File: src/rtl/mtp_pkg.sv
// Package of the MT19937 generator: constants, controller states, command and
// status structs, and the twist and temper functions. Depends on nothing.
`timescale 1ns / 1ps
`default_nettype none

package mtp_pkg;

  localparam int STATE_WORDS_DEF = 624;
  localparam int ShiftM          = 397;

  localparam logic [31:0] InitMult  = 32'd1812433253;
  localparam logic [31:0] UpperMask = 32'h8000_0000;
  localparam logic [31:0] LowerMask = 32'h7FFF_FFFF;
  localparam logic [31:0] Matrix    = 32'd2567483615;
  localparam logic [31:0] TemperB   = 32'd2636928640;
  localparam logic [31:0] TemperC   = 32'd4022730752;
  localparam logic [31:0] ResetSeed = 32'd156248;

  localparam logic OP_RESEED = 1'b0;
  localparam logic OP_DRAW   = 1'b1;

  typedef enum logic [3:0] {
    ST_SEED0,
    ST_SEED_MUL,
    ST_SEED_WR,
    ST_IDLE,
    ST_RD_CUR,
    ST_RD_NXT,
    ST_RD_FAR,
    ST_TWIST,
    ST_PUSH
  } mtp_state_t;

  typedef struct packed {
    logic seed_load;
    logic seed_init;
    logic seed_mul;
    logic seed_wr;
    logic rd_cur;
    logic rd_nxt;
    logic rd_far;
    logic twist;
    logic push;
  } mtp_cmd_t;

  typedef struct packed {
    logic seed_last;
    logic cache_valid;
    logic out_free;
  } mtp_status_t;

  function automatic logic [31:0] mtp_twist(input logic [31:0] cur, input logic [31:0] nxt,
                                             input logic [31:0] far);
    logic [31:0] y;
    logic [31:0] w;
    y = (cur & UpperMask) | (nxt & LowerMask);
    w = far ^ (y >> 1);
    if (y[0]) begin
      w = w ^ Matrix;
    end
    return w;
  endfunction

  function automatic logic [31:0] mtp_temper(input logic [31:0] x);
    logic [31:0] y;
    y = x ^ (x >> 11);
    y = y ^ ((y << 7) & TemperB);
    y = y ^ ((y << 15) & TemperC);
    y = y ^ (y >> 18);
    return y;
  endfunction

endpackage

`default_nettype wire

File: src/rtl/mtp_ctrl.sv
// Controller of the MT19937 generator: sequences seeding, the per-draw twist
// and the result hand-off. Depends on mtp_pkg.
`timescale 1ns / 1ps
`default_nettype none

module mtp_ctrl (
  input  wire logic                clk,
  input  wire logic                rst,
  input  wire logic                in_valid,
  output logic                     in_stall,
  input  wire logic                opcode,
  input  wire mtp_pkg::mtp_status_t status,
  output mtp_pkg::mtp_cmd_t        cmd
);

  import mtp_pkg::*;

  mtp_state_t state;
  mtp_state_t state_next;

  always_ff @(posedge clk) begin
    if (rst) begin
      state <= ST_SEED0;
    end else begin
      state <= state_next;
    end
  end

  always_comb begin
    state_next = state;
    cmd        = '0;
    in_stall   = 1'b1;
    case (state)
      ST_SEED0: begin
        cmd.seed_init = 1'b1;
        state_next    = ST_SEED_MUL;
      end
      ST_SEED_MUL: begin
        cmd.seed_mul = 1'b1;
        state_next   = ST_SEED_WR;
      end
      ST_SEED_WR: begin
        cmd.seed_wr = 1'b1;
        state_next  = status.seed_last ? ST_IDLE : ST_SEED_MUL;
      end
      ST_IDLE: begin
        in_stall = 1'b0;
        if (in_valid) begin
          if (opcode == OP_RESEED) begin
            cmd.seed_load = 1'b1;
            state_next    = ST_SEED0;
          end else begin
            state_next = status.cache_valid ? ST_RD_NXT : ST_RD_CUR;
          end
        end
      end
      ST_RD_CUR: begin
        cmd.rd_cur = 1'b1;
        state_next = ST_RD_NXT;
      end
      ST_RD_NXT: begin
        cmd.rd_nxt = 1'b1;
        state_next = ST_RD_FAR;
      end
      ST_RD_FAR: begin
        cmd.rd_far = 1'b1;
        state_next = ST_TWIST;
      end
      ST_TWIST: begin
        cmd.twist  = 1'b1;
        state_next = ST_PUSH;
      end
      ST_PUSH: begin
        if (status.out_free) begin
          cmd.push   = 1'b1;
          state_next = ST_IDLE;
        end
      end
      default: begin
        state_next = ST_SEED0;
      end
    endcase
  end

endmodule

`default_nettype wire

File: config.mk
export PLATFORM = sky130hd
export DESIGN_NAME = mtp_ctrl
export DESIGN_NICKNAME = d
export VERILOG_FILES = /design/src/rtl/mtp_pkg.sv /design/src/rtl/mtp_ctrl.sv
export SDC_FILE = /design/constraint.sdc
export NUM_CORES = 1
export LEC_CHECK = 0
export BUFFER_PORTS_ARGS = -buffer_cell sky130_fd_sc_hd__buf_4
export CORE_AREA = 2 2 39 41
export DETAILED_ROUTE_END_ITERATION = 16
export DIE_AREA = 0 0 41 43
export GPL_TIMING_DRIVEN = 0
export SLEW_MARGIN = 15
export SYNTH_ARGS = -nofsm -noshare
export SYNTH_HDL_FRONTEND = slang
export SYNTH_SLANG_ARGS = --single-unit
File: constraint.sdc
create_clock -name clk -period 2.2 [get_ports clk]
set_input_delay 0.44 -clock clk [delete_from_list [all_inputs] [get_ports clk]]
set_output_delay 0.44 -clock clk [all_outputs]
set_load 0.02 [all_outputs]
-- Word-level counts from Yosys, hierarchy flattened
Cells that the tools add are included.
- $add $sub $neg: 0
- $mul: 0
- div/mod/pow operators: 0
- $lt $le $gt $ge: 0
- equality and inequality tests: 10
- shift operators: 0
- mux-type cells: 19
- bitwise gates (word level): 0
- reductions and logical operators: 2
- operator list (kind ; number):
    $pmux W4 S9 ; 1
    $eq A4 B3 Y1 const B ; 4
    $mux W1 ; 14
    $eq A4 B2 Y1 const B ; 2
    $mux W4 ; 2
    $eq A4 B1 Y1 const B ; 1
    $eq A4 B4 Y1 const B ; 1
    $logic_not A4 Y1 ; 1
    $ne A2 B2 Y1 const B ; 2
    $mux W3 ; 1
    $mux W2 ; 1
    $reduce_and A2 Y1 ; 1
- bits in registers: 4
- bits in latches: 0
- bits in writable memories: 0
- memory bits (read-only): 0
- output and inout port bits: 10
- logic and storage cells: 32
- memories kept: 0

-- Longest topological paths before layout
- word-level depth: 4
- gate-level depth with buffers: 6

-- Worst setup path after synthesis
OpenSTA, ideal clock, no wires.
- path kind: register -> output
- from: register state[3]
- to: output cmd[8] (netlist bit)
- data arrival time: 1692 ps
- data required time: 1760 ps
- slack: 68 ps
- cell stages (with the launch flop): 6
- cells stage by stage: dfxtp_1 > buf_2 > or2_1 > clkbuf_1 > or2_2 > nor3b_1
- RTL lines (item ; line ; source):
    start, declared ; mtp_ctrl.sv:18 ; mtp_state_t state;
    start signal, assigned ; mtp_ctrl.sv:25 ; state <= state_next;
    end, declared ; mtp_ctrl.sv:13 ; output mtp_pkg::mtp_cmd_t cmd

==> results.yml <==
run:
  maxCapViolCount: 0
logic_synthesis:
  yosysWarnings: 0
  synth_cell_types: 24
  synth_cells: 46
  synth_fp_nets: 53
  syn_area_sq_um: 336.6
  syn_avg_cell_area_sq_um: 7.317
  seq_area_frac_synth_pct: 23.79
  ys_seq_elements: 4
cts:
  cts_tree: "done"
  root_buffer: "clkbuf_4"
  htreeDepth: 1
  holdBufCountCts: 0
  clk_latency_ns: 0.23
  post_cts_buffers: 0
  clk_pin_slew_ns: 0.04
  clk_path_buf_depth: 2
  cts-buffers-inserted: 3
  cts_num_sinks: 4
setup_path:
  slowest_stage: "or2_2"
  crit_fanout: 9
  critPathKind: "reg -> out"
  crit_chain: "buf_2 > or2_1 > or2_2 > nor3b_2 > buf_4"
  worstSetupEndpointType: "primary output"
  startpoint: "state[3]"
  cp_data_required_time_ns: 1.76
  cp-endpoint: "cmd[8]"
  r2r_cells: 4
  critPathBufInv: 2
  timing.rr.end: "state[2]"
  cp_data_arrival_time_ns: 1.61
  timing.reg2reg.setup_slack_ns: 0.76
  slowest_delay_ns: 0.33
  r2r_start: "state[0]"
  startpoint_type: "register"
  cp_top_family: "simple AND/OR/NAND/NOR gates"
  cp_num_cells: 5
routing:
  wire_per_inst_microns: 10.05
  first_iter_violations: 4
  via_per_inst: 4.513
  ant_nets: 0
  routed-via-count: 361
  routed_wl_microns: 804
  drcViolationCount: 0
  firstDrtPassIters: 3
placed_design:
  gp_congestion: 0.6795
  dp_cells: 78
  portBuffers: 16
  place.detailed.hpwl_microns: 610.2
cells_and_area:
  area_growth_pct: 48.70
  final_common_cell: "buf_4"
  largest_reg_flops: 4
  largest_register: "state"
  drive_above_1_share_pct: 43.75
  reg_top3: "state x4"
  diodes: 0
  instances_no_fill: 80
  num-nets-final: 73
  final_cell_mix: "17 x buf_4, 11 x nor2_1, 4 x nor3_1, 4 x dfxtp_1"
timing:
  period_minus_slack_ns: 2.054
  rsz0062_at_grt: "false"
  finalCritPeriodShare_pct: 93.36
  finalMaxSlewViolations: 0
  max_slew.worst_pin.slew_ns: 0.2547
  setup_viol: 0
  fin_tns_setup_ns: 0
  fmax_mhz: 486.9
  relSlewSlack_pct: 82.89
  fin_skew_ns: 0.002909
  finalHoldViolations: 0
global_route:
  grt_pass1_wl_microns: 1242
  grt_use_total_pct: 10.24
  grt_max_degree: 11
  grt_pass1_vias: 314
  grt_overflow: 0
  antenna_found_initial: 0
floorplanning:
  pin_count: 17
  dieHeight_microns: 43
  num_rows: 14
  core-area_sq_um: 1384
  die_area_sq_um: 1763
  dieWidth_microns: 41
  initial_core_util_pct: 24.32
power:
  ir_worst_vdd_mv: 0.2439
  power_leakage_nw: 0.2163
  power_density_nw_per_um2: 518.7
min_path:
  whs_path_depth: 2
  worstHoldPathType: "in -> reg"
outcome:
  outcome: "complete, no violations"
-- power by group --
part           total (mW)  switching [mW]  internal (mW)
combinational      0.0932          0.0494         0.0438
clock              0.0878          0.0269         0.0608
sequential         0.0787        0.000983         0.0777
total               0.260          0.0773          0.182
-- Yosys cell counts --
cell type	instances	area [sq um]
nand3_1	1	5.000
a31oi_1	1	6.260
o21ai_1	1	5.000
nand2_1	1	3.750
buf_2	2	10.01
dfxtp_1	4	80.08
a21oi_1	3	15.01
or2b_1	2	15.01
nor4b_2	1	15.01
o21ai_0	1	5.000
or4b_4	1	13.76
nor2_1	11	41.29
o2bb2a_1	1	10.01
clkbuf_1	1	3.750
nand2b_1	1	6.260
buf_4	1	7.510
inv_1	1	3.750
nor3b_1	3	22.52
or2_2	1	6.260
or2_1	1	6.260
buf_6	1	11.26
a32oi_2	1	16.27
nor3_1	4	20.02
a211oi_1	1	7.510
-- how the worst min path moves through the flow --
stage,from,endpoint
detailed placement,state[3],state[2]
global placement,state[3],state[2]
CTS,rst,state[1]
floorplan,rst,state[0]
global route,rst,state[2]
finish,rst,state[1]
-- per-layer routing --
layer  track usage, %  share of wire, %  vias to the layer above
li1                 -                 -                      198
met1            14.47                47                      154
met2            13.13                48                        9
met3            1.571               4.6                        0
met4            8.000                 0                        0
met5                0                 0                        -
-- metrics by stage --
| stage | cell area (sq um) | setup slack (ns) | hold slack (ns) | util [%] | power [mW] |
|---|---|---|---|---|---|
| 2_1_floorplan | 336.6 | 0.06830 | 0.5124 | - | 0.1407 |
| 3_3_place_gp | 476.7 | 0.2814 | 0.5903 | 34.45 | 0.1733 |
| 3_5_place_dp | 476.7 | 0.2855 | 0.5921 | 34.45 | 0.1735 |
| 4_1_cts | 499.2 | 0.03004 | 0.3989 | 36.08 | 0.2655 |
| 5_1_grt | 500.5 | 0.07110 | 0.4014 | 36.17 | 0.2819 |
| 6_report | 500.5 | 0.1461 | 0.4055 | 36.17 | 0.2596 |
-- kinds of logic after synthesis --
logic type	synth area share (%)
flops	23.79
compound gates	19.33
simple gates	46.09
buf+inv	10.78
-- final cells by class --
cell class | count | area, sq um
clock buffers | 3 | 22.52
multi-input cells | 36 | 225.2
repair buffers | 16 | 120.1
flip-flops and latches | 4 | 80.08
plain buffers | 4 | 28.78
inverters | 1 | 3.754
fillers | 140 | 883.3
well taps | 16 | 20.02
-- repair_timing --
action | in CTS | in global routing
gates resized for setup | 0 | 1
endpoints found under the setup margin | 0 | 1
endpoints found under the hold margin | 0 | 0
Power figures use the tool's default switching activity.
